--- src/sv/mpct_pkg.sv ---
`timescale 1ns / 1ps
// Shared types, codes and helpers for the mouse packet cursor tracker.
// Used by the channel interfaces, the update unit and the top level.
package mpct_pkg;

  localparam int COORD_W = 12;
  localparam int CFG_W   = 12;

  // Input function codes.
  localparam logic [1:0] FN_DEVICE = 2'd0;
  localparam logic [1:0] FN_SET_X  = 2'd1;
  localparam logic [1:0] FN_SET_Y  = 2'd2;
  localparam logic [1:0] FN_CLEAR  = 2'd3;

  // Result status codes.
  localparam logic [2:0] ST_PARTIAL   = 3'd0;
  localparam logic [2:0] ST_APPLIED   = 3'd1;
  localparam logic [2:0] ST_OVERFLOW  = 3'd2;
  localparam logic [2:0] ST_SYNC_LOST = 3'd3;
  localparam logic [2:0] ST_HOST      = 3'd4;

  // Configuration register indexes.
  localparam logic CFG_SCREEN_WIDTH  = 1'b0;
  localparam logic CFG_SCREEN_HEIGHT = 1'b1;

  localparam logic [CFG_W-1:0] WIDTH_RESET  = 12'd1024;
  localparam logic [CFG_W-1:0] HEIGHT_RESET = 12'd768;

  // Packet byte phases.
  localparam logic [1:0] PH_HEADER = 2'd0;
  localparam logic [1:0] PH_XDELTA = 2'd1;
  localparam logic [1:0] PH_YDELTA = 2'd2;

  // Header bit positions.
  localparam int HDR_LEFT   = 0;
  localparam int HDR_RIGHT  = 1;
  localparam int HDR_MIDDLE = 2;
  localparam int HDR_ONE    = 3;
  localparam int HDR_XSIGN  = 4;
  localparam int HDR_YSIGN  = 5;
  localparam int HDR_XOVF   = 6;
  localparam int HDR_YOVF   = 7;

  typedef struct packed {
    logic [1:0]         phase;
    logic [7:0]         header;
    logic [7:0]         xbyte;
    logic [COORD_W-1:0] pos_x;
    logic [COORD_W-1:0] pos_y;
    logic [2:0]         buttons;
    logic               bad;
  } trk_state_t;

  typedef struct packed {
    logic [2:0]         status;
    logic [COORD_W-1:0] cursor_x;
    logic [COORD_W-1:0] cursor_y;
    logic               left_button;
    logic               right_button;
    logic               middle_button;
    logic               track_bad;
  } trk_result_t;

  // Clamp a signed sum to 0 .. limit.
  function automatic logic [COORD_W-1:0] clamp_coord(input logic signed [COORD_W+1:0] v,
                                                     input logic [CFG_W-1:0] limit);
    logic signed [COORD_W+1:0] hi;
    hi = $signed({2'b00, limit});
    if (v < 0) begin
      return '0;
    end else if (v > hi) begin
      return limit;
    end else begin
      return v[COORD_W-1:0];
    end
  endfunction

endpackage

--- src/sv/mpct_in_if.sv ---
`timescale 1ns / 1ps
// Input channel of the cursor tracker: valid/ready handshake plus item fields.
// Depends on mpct_pkg for field widths.
interface mpct_in_if;
  import mpct_pkg::*;

  logic               valid;
  logic               ready;
  logic [1:0]         func;
  logic [7:0]         data_byte;
  logic [COORD_W-1:0] position;

  modport source (output valid, func, data_byte, position, input ready);
  modport sink   (input valid, func, data_byte, position, output ready);
endinterface

--- src/sv/mpct_out_if.sv ---
`timescale 1ns / 1ps
// Result channel of the cursor tracker: valid/ready handshake plus result fields.
// Depends on mpct_pkg for field widths.
interface mpct_out_if;
  import mpct_pkg::*;

  logic               valid;
  logic               ready;
  logic [2:0]         status;
  logic [COORD_W-1:0] cursor_x;
  logic [COORD_W-1:0] cursor_y;
  logic               left_button;
  logic               right_button;
  logic               middle_button;
  logic               track_bad;

  modport source (output valid, status, cursor_x, cursor_y, left_button, right_button,
                  middle_button, track_bad, input ready);
  modport sink   (input valid, status, cursor_x, cursor_y, left_button, right_button,
                  middle_button, track_bad, output ready);
endinterface

--- src/sv/mpct_update.sv ---
`timescale 1ns / 1ps
// Combinational update unit: next tracker state and result for one input beat.
// Depends on mpct_pkg.
module mpct_update
  import mpct_pkg::*;
(
  input  trk_state_t         cur,
  input  logic [1:0]         func,
  input  logic [7:0]         data_byte,
  input  logic [COORD_W-1:0] position,
  input  logic [CFG_W-1:0]   screen_width,
  input  logic [CFG_W-1:0]   screen_height,
  output trk_state_t         nxt,
  output trk_result_t        res
);

  logic signed [COORD_W+1:0] x_sum;
  logic signed [COORD_W+1:0] y_sum;
  logic signed [COORD_W+1:0] x_delta;
  logic signed [COORD_W+1:0] y_delta;

  // Nine-bit deltas, sign from the header, widened for the sum.
  assign x_delta = $signed({{(COORD_W-7){cur.header[HDR_XSIGN]}}, cur.header[HDR_XSIGN],
                            cur.xbyte});
  assign y_delta = $signed({{(COORD_W-7){cur.header[HDR_YSIGN]}}, cur.header[HDR_YSIGN],
                            data_byte});
  assign x_sum = $signed({2'b00, cur.pos_x}) + x_delta;
  assign y_sum = $signed({2'b00, cur.pos_y}) - y_delta;

  logic [2:0] status;

  always_comb begin
    nxt    = cur;
    status = ST_HOST;
    unique case (func)
      FN_DEVICE: begin
        case (cur.phase)
          PH_XDELTA: begin
            nxt.xbyte = data_byte;
            nxt.phase = PH_YDELTA;
            status    = ST_PARTIAL;
          end
          PH_YDELTA: begin
            nxt.phase = PH_HEADER;
            if (cur.header[HDR_YOVF] || cur.header[HDR_XOVF]) begin
              status = ST_OVERFLOW;
            end else if (!cur.header[HDR_ONE]) begin
              nxt.pos_x   = '0;
              nxt.pos_y   = '0;
              nxt.buttons = '0;
              nxt.bad     = 1'b1;
              status      = ST_SYNC_LOST;
            end else begin
              nxt.pos_x   = clamp_coord(x_sum, screen_width);
              nxt.pos_y   = clamp_coord(y_sum, screen_height);
              nxt.buttons = {cur.header[HDR_MIDDLE], cur.header[HDR_RIGHT],
                             cur.header[HDR_LEFT]};
              nxt.bad     = 1'b0;
              status      = ST_APPLIED;
            end
          end
          default: begin
            // The unused fourth phase behaves as the header phase.
            nxt.header = data_byte;
            nxt.phase  = PH_XDELTA;
            status     = ST_PARTIAL;
          end
        endcase
      end
      FN_SET_X: nxt.pos_x = position;
      FN_SET_Y: nxt.pos_y = position;
      FN_CLEAR: begin
        nxt.pos_x   = '0;
        nxt.pos_y   = '0;
        nxt.buttons = '0;
      end
      default: ;
    endcase
  end

  always_comb begin
    res.status        = status;
    res.cursor_x      = nxt.bad ? '0 : nxt.pos_x;
    res.cursor_y      = nxt.bad ? '0 : nxt.pos_y;
    res.left_button   = !nxt.bad && nxt.buttons[0];
    res.right_button  = !nxt.bad && nxt.buttons[1];
    res.middle_button = !nxt.bad && nxt.buttons[2];
    res.track_bad     = nxt.bad;
  end

endmodule

--- src/sv/mouse_packet_cursor_tracker_top.sv ---
`timescale 1ns / 1ps
// Top level of the mouse packet cursor tracker: state, configuration and result register.
// Depends on mpct_pkg, mpct_in_if, mpct_out_if and mpct_update.

// Takes one beat per clock cycle while the result sink keeps ready high and returns
// exactly one result beat for each, in the cycle after acceptance. The state update
// and clamp sit between the tracker state registers and a single result register;
// input ready is low only while that register holds an untaken result. Screen limits
// reset to 1024 by 768; the user must write them through the configuration port only
// while the block is idle, which the block itself does not enforce.
module mouse_packet_cursor_tracker_top
  import mpct_pkg::*;
(
  input  logic             clk,
  input  logic             rst,
  mpct_in_if.sink          in_ch,
  mpct_out_if.source       out_ch,
  input  logic             cfg_write,
  input  logic             cfg_index,
  input  logic [CFG_W-1:0] cfg_data
);

  logic [CFG_W-1:0] screen_width;
  logic [CFG_W-1:0] screen_height;
  trk_state_t       state;
  trk_state_t       state_next;
  trk_result_t      res_next;
  trk_result_t      result;
  logic             out_valid;
  logic             accept;

  assign in_ch.ready = !out_valid || out_ch.ready;
  assign accept      = in_ch.valid && in_ch.ready;

  always_ff @(posedge clk) begin
    if (rst) begin
      screen_width  <= WIDTH_RESET;
      screen_height <= HEIGHT_RESET;
    end else if (cfg_write) begin
      unique case (cfg_index)
        CFG_SCREEN_WIDTH:  screen_width  <= cfg_data;
        CFG_SCREEN_HEIGHT: screen_height <= cfg_data;
        default: ;
      endcase
    end
  end

  mpct_update u_update (
    .cur           (state),
    .func          (in_ch.func),
    .data_byte     (in_ch.data_byte),
    .position      (in_ch.position),
    .screen_width  (screen_width),
    .screen_height (screen_height),
    .nxt           (state_next),
    .res           (res_next)
  );

  always_ff @(posedge clk) begin
    if (rst) begin
      state     <= '0;
      out_valid <= 1'b0;
    end else if (accept) begin
      state     <= state_next;
      out_valid <= 1'b1;
    end else if (out_ch.ready) begin
      out_valid <= 1'b0;
    end
  end

  always_ff @(posedge clk) begin
    if (accept) begin
      result <= res_next;
    end
  end

  assign out_ch.valid         = out_valid;
  assign out_ch.status        = result.status;
  assign out_ch.cursor_x      = result.cursor_x;
  assign out_ch.cursor_y      = result.cursor_y;
  assign out_ch.left_button   = result.left_button;
  assign out_ch.right_button  = result.right_button;
  assign out_ch.middle_button = result.middle_button;
  assign out_ch.track_bad     = result.track_bad;

  // A bad track always reports a zeroed cursor and released buttons.
  a_bad_zero : assert property (@(posedge clk) disable iff (rst)
    out_valid && result.track_bad |->
      result.cursor_x == '0 && result.cursor_y == '0 && !result.left_button &&
      !result.right_button && !result.middle_button)
    else $error("bad track reported a non-zero cursor");

  a_sync_lost_bad : assert property (@(posedge clk) disable iff (rst)
    out_valid && result.status == ST_SYNC_LOST |-> result.track_bad)
    else $error("sync loss without bad flag");

  a_applied_good : assert property (@(posedge clk) disable iff (rst)
    out_valid && result.status == ST_APPLIED |-> !result.track_bad)
    else $error("applied packet left the track bad");

  a_header_phase : assert property (@(posedge clk) disable iff (rst)
    accept && in_ch.func == FN_DEVICE && state.phase == PH_HEADER |=>
      state.phase == PH_XDELTA && state.header == $past(in_ch.data_byte))
    else $error("header byte not captured");

  a_host_keeps_phase : assert property (@(posedge clk) disable iff (rst)
    accept && in_ch.func != FN_DEVICE |=> $stable(state.phase) && $stable(state.bad))
    else $error("host beat disturbed packet phase or bad flag");

endmodule

--- src/flat_wrapper.sv ---
// flat-port wrapper written by rule: the top's interface ports become plain ports
module mouse_packet_cursor_tracker_top_flat import mpct_pkg::*;
  (clk, rst, cfg_write, cfg_index, cfg_data, in_ch_valid, in_ch_func, in_ch_data_byte, in_ch_position, in_ch_ready, out_ch_valid, out_ch_status, out_ch_cursor_x, out_ch_cursor_y, out_ch_left_button, out_ch_right_button, out_ch_middle_button, out_ch_track_bad, out_ch_ready);
  mpct_in_if in_ch_i ();
  mpct_out_if out_ch_i ();
  input  logic clk;
  input  logic rst;
  input  logic cfg_write;
  input  logic cfg_index;
  input  logic [CFG_W-1:0] cfg_data;
  input wire logic [$bits(in_ch_i.valid)-1:0] in_ch_valid;
  input wire logic [$bits(in_ch_i.func)-1:0] in_ch_func;
  input wire logic [$bits(in_ch_i.data_byte)-1:0] in_ch_data_byte;
  input wire logic [$bits(in_ch_i.position)-1:0] in_ch_position;
  output wire logic [$bits(in_ch_i.ready)-1:0] in_ch_ready;
  output wire logic [$bits(out_ch_i.valid)-1:0] out_ch_valid;
  output wire logic [$bits(out_ch_i.status)-1:0] out_ch_status;
  output wire logic [$bits(out_ch_i.cursor_x)-1:0] out_ch_cursor_x;
  output wire logic [$bits(out_ch_i.cursor_y)-1:0] out_ch_cursor_y;
  output wire logic [$bits(out_ch_i.left_button)-1:0] out_ch_left_button;
  output wire logic [$bits(out_ch_i.right_button)-1:0] out_ch_right_button;
  output wire logic [$bits(out_ch_i.middle_button)-1:0] out_ch_middle_button;
  output wire logic [$bits(out_ch_i.track_bad)-1:0] out_ch_track_bad;
  input wire logic [$bits(out_ch_i.ready)-1:0] out_ch_ready;
  assign in_ch_i.valid = in_ch_valid;
  assign in_ch_i.func = in_ch_func;
  assign in_ch_i.data_byte = in_ch_data_byte;
  assign in_ch_i.position = in_ch_position;
  assign in_ch_ready = in_ch_i.ready;
  assign out_ch_valid = out_ch_i.valid;
  assign out_ch_status = out_ch_i.status;
  assign out_ch_cursor_x = out_ch_i.cursor_x;
  assign out_ch_cursor_y = out_ch_i.cursor_y;
  assign out_ch_left_button = out_ch_i.left_button;
  assign out_ch_right_button = out_ch_i.right_button;
  assign out_ch_middle_button = out_ch_i.middle_button;
  assign out_ch_track_bad = out_ch_i.track_bad;
  assign out_ch_i.ready = out_ch_ready;
  mouse_packet_cursor_tracker_top u_core (.clk(clk), .rst(rst), .in_ch(in_ch_i), .out_ch(out_ch_i), .cfg_write(cfg_write), .cfg_index(cfg_index), .cfg_data(cfg_data));
endmodule
--- config.mk ---
export PLATFORM = sky130hd
export DESIGN_NAME = mouse_packet_cursor_tracker_top_flat
export DESIGN_NICKNAME = d
export VERILOG_FILES = /design/src/sv/mpct_pkg.sv /design/src/sv/mpct_in_if.sv /design/src/sv/mpct_out_if.sv /design/src/sv/mpct_update.sv /design/src/sv/mouse_packet_cursor_tracker_top.sv /design/src/flat_wrapper.sv
export SDC_FILE = /design/constraint.sdc
export NUM_CORES = 1
export LEC_CHECK = 0
export ABC_AREA = 1
export BUFFER_PORTS_ARGS = -buffer_cell sky130_fd_sc_hd__buf_2
export CAP_MARGIN = 25
export CORE_ASPECT_RATIO = 1.4
export CORE_MARGIN = 8
export CORE_UTILIZATION = 60
export DETAILED_ROUTE_END_ITERATION = 16
export HOLD_SLACK_MARGIN = 0.03
export PLACE_DENSITY = 0.92
export SYNTH_ARGS = -nofsm -noshare
export SYNTH_HDL_FRONTEND = slang
export SYNTH_SLANG_ARGS = --single-unit
--- constraint.sdc ---
create_clock -name clk -period 5.4 [get_ports clk]
set_clock_uncertainty 0.15 [all_clocks]
set_input_delay 1.08 -clock clk [delete_from_list [all_inputs] [get_ports clk]]
set_output_delay 1.08 -clock clk [all_outputs]
set_load 0.01 [all_outputs]
==> flow_summary_export.csv <==
group,metric,value,unit
yosys,ys_warn_count,0,
grt,grt_usage,26.4,%
clocking,clock_latency,0.36,ns
route,drc,0,
critical_path,crit_buf_inv,4,
power,power.internal,1.44,mW
sta,timing.final.max_slew_violations,0,
floorplanning,die_x,107,um
sta,period_needed,4.38,ns
power,leakage,3.75,nW
clocking,numCtsBuffers,9,
yosys,synth_seq_area_share,33.9,%
placed_design,gp_congestion,0.972,
grt,grt_overflow_total,0,
power,power_frac_seq,39.5,%
route,avgRoutedWirePerCell,17.2,um
clocking,cts.path.max_buffers,2,
yosys,syn_area,0.00693,mm2
critical_path,critPathSlowestCell,"fa_1",
critical_path,crit_chain,"buf_2 -> ha_1 -> inv_1 -> fa_1 -> nand3_1 -> nand2_1 -> a21oi_1 -> o21bai_1 -> xor2_1 -> inv_1 -> ha_1 -> nand2_1 -> inv_1 -> nand2_1 -> nor3b_1 -> nand4_1 -> o21a_4 -> nand2_2 -> nand2_1 -> nand3_1 -> nand2_1 -> nand2_1 -> nor2_1",
yosys,ys_dominant_reg_cell,"dfxtp_1",
flow_run,drv_cap,0,
floorplanning,initial_utilization,61.5,%
grt,grt_max_degree,47,
yosys,synth_edf_count,31,
yosys,synth_area_leaders,"dfxtp_1, edfxtp_1, nand2_1",
power,combPwrFrac,28.7,%
sta,fin_crit_sh,81.1,%
sta,finalSetupTns,0,ns
floorplanning,coreArea,0.0113,mm2
critical_path,cp-end-kind,"flop",
sta,fmax,228,MHz
clocking,cts-root-buf,"clkbuf_16",
sta,hold_viol,0,
placed_design,hpwl,14900,um
yosys,syn_inst,975,
route,vias,6737,
min_path,min_path_type,"reg -> reg",
floorplanning,die_h,143,um
grt,grt_pass1_vias,6393,
sta,rsz0062_at_grt,"no",
power,switchingPower,0.778,mW
floorplanning,die_area,0.0153,mm2
sta,tightestPinTransition,0.955,ns
critical_path,worst_setup_path_start_kind,"input port",
yosys,yosysTopAreaCell,"dfxtp_1",
power,power,2.22,mW
critical_path,max_stage_delay,0.40,ns
route,firstDrtPassIters,7,
clocking,clk_pin_slew_worst_paths,0.07,ns
clocking,post-cts-setup-buffers,0,
power,ir_drop,0.153,mV
route,drt_iter0_drc,593,
clocking,cts_sinks,102,
layout,nNetsFinal,1123,
yosys,async_flop_share,0,%
sta,hold_slack,0.319,ns
yosys,ys_seq_elements,102,
layout,drive_gt1_share,13.2,%
yosys,syn_nets,1075,
yosys,synth.top_cell.area_share,20.5,%
clocking,postCtsHoldBufs,0,
power,swShare,35.1,%
layout,antenna_cells,0,
floorplanning,ioPinCount,73,
clocking,cts_tree,"done",
sta,max_slew_margin,36.3,%
clocking,ctsHtreeMaxLevel,3,
sta,setup_violations,0,
critical_path,worstSetupPathType,"in -> reg",
route,via_per_inst,5.75,
clocking,post_cts_resized,0,
layout,fillers,988,
critical_path,worstPathRequired,5.35,ns
power,power.density,289,mW/mm2
outcome,status,"completed",
layout,area_growth_syn_to_layout,10.6,%
yosys,synth_area_per_cell,7.11,um2
grt,antenna_found_initial,0,
grt,grt_first_pass_wirelength,31400,um
route,wl,20200,um
critical_path,crit_family,"simple AND/OR/NAND/NOR gates",
route,antenna_left,0,
placed_design,numPortBuffers,72,
power,pwr-share-clk,31.8,%
critical_path,path_max_fanout,13,
critical_path,arrival,4.33,ns
yosys,synth_cell_type_count,40,
critical_path,cpMostUsedCell,"nand2_1",
floorplanning,row_count,46,
[worst paths after layout]
kind,slack [ns],cells past startpoint,from,end
setup / recovery,1.02,23,in_ch_data_byte[0],u_core.out_ch.cursor_y[4]$_SDFFCE_PP0P_
hold / removal,0.32,2,u_core.state[37]$_SDFFE_PP0P_,u_core.state[37]$_SDFFE_PP0P_
setup reg to reg,1.20,20,u_core.state[16]$_SDFFE_PP0P_,u_core.out_ch.cursor_x[3]$_SDFFCE_PP0P_
hold reg to reg,0.32,2,u_core.state[37]$_SDFFE_PP0P_,u_core.state[37]$_SDFFE_PP0P_
[Yosys cell counts, types with 5 or more instances]
| cell | instances |
|---|---|
| nand2_1 | 205 |
| inv_1 | 173 |
| a21oi_1 | 95 |
| o21ai_0 | 88 |
| nand3_1 | 73 |
| dfxtp_1 | 71 |
| ha_1 | 58 |
| nor2_1 | 53 |
| edfxtp_1 | 31 |
| clkbuf_1 | 30 |
| a21oi_2 | 22 |
| xor2_1 | 12 |
| xnor2_1 | 7 |
| nand4_1 | 5 |
| o21bai_1 | 5 |
[power by group through the flow]
| stage | Sequential (mW) | Combinational, mW | Clock (mW) |
|---|---|---|---|
| 2_1_floorplan | 0.894 | 0.454 | 0 |
| 3_3_place_gp | 0.891 | 0.592 | 0 |
| 3_5_place_dp | 0.891 | 0.614 | 0 |
| 4_1_cts | 0.874 | 0.622 | 0.708 |
| 5_1_grt | 0.880 | 0.709 | 0.741 |
| 6_report | 0.876 | 0.636 | 0.706 |
[through the flow]
step / utilization (%) / cell area [um2] / cells / setup WS (ns)
after CTS: 68.0 / 7670 / 1172 / 1.06
final: 68.0 / 7670 / 1172 / 1.02
after detailed placement: 65.1 / 7340 / 1156 / 0.717
after floorplan: - / 6930 / 975 / 1.23
after global placement: 64.9 / 7330 / 1155 / 0.766
after global routing: 68.0 / 7670 / 1172 / 0.625
[area by class of cell]
cell class	count	area (um2)	share of cell area [%]
clock buffer	9	225	2.94
clock inverter	7	100	1.31
inverter	173	649	8.47
multi-input combinational	661	3760	49.1
sequential	102	2350	30.7
tap	144	180	2.35
timing repair buffer	76	398	5.19
[cell families after synthesis]
logic type,Yosys count,share of synthesized area [%]
and+or+nand+nor,355,22.1
AOI/OAI and AO/OA,227,18.6
buffers and inverters,212,11.9
DFF,102,33.9
adders and majority gates,60,11.0
xor gates and xnor gates,19,2.40
[worst register-to-register path, delay by kind of cell (launching register included)]
family | cells | cell delay (ns)
DFF | 1 | 0.38
and+or+nand+nor | 11 | 1.45
buffers and inverters | 2 | 0.15
AOI/OAI and AO/OA | 3 | 0.60
xor gates and xnor gates | 1 | 0.27
adders and majority gates | 3 | 0.96
[registers in the layout, summed over array words and instances (netlist names)]
name,cells
u_core.state,46
u_core.out_ch.cursor_x,12
u_core.out_ch.cursor_y,12
u_core.screen_height,12
u_core.screen_width,12
u_core.out_ch.status,3
u_core.out_ch.left_button,1
u_core.out_ch.middle_button,1
u_core.out_ch.right_button,1
u_core.out_ch.track_bad,1
u_core.out_ch.valid,1
[cell usage in the layout (no fill, tap or decap), types with 3 or more instances in the layout]
| cell type | Yosys | final |
|---|---|---|
| nand4_1 | 5 | 5 |
| dfxtp_1 | 71 | 71 |
| nor2_2 | 3 | 3 |
| nand2_1 | 205 | 205 |
| buf_2 | 2 | 72 |
| xor2_1 | 12 | 12 |
| o21ai_0 | 88 | 86 |
| nand3_1 | 73 | 73 |
| inv_1 | 173 | 172 |
| nand2_4 | 3 | 3 |
| nor2_1 | 53 | 53 |
| nand2_2 | 4 | 4 |
| xnor2_1 | 7 | 7 |
| a21oi_2 | 22 | 22 |
| buf_4 | 4 | 3 |
| o22ai_1 | 4 | 4 |
| o21bai_1 | 5 | 5 |
| ha_1 | 58 | 58 |
| edfxtp_1 | 31 | 31 |
| clkbuf_16 | 0 | 9 |
| o21ai_2 | 1 | 3 |
| a21oi_1 | 95 | 95 |
| o211ai_1 | 4 | 4 |
[metal layers]
layer	up-vias	wire length, um	GRT usage (%)
met2	310	10400	47.3
met1	3077	7130	26.4
li1	3252	-	-
met4	0	1320	20.3
met5	-	0	0
met3	98	1330	4.56
Note: power is estimated with default switching activity, not from simulation.
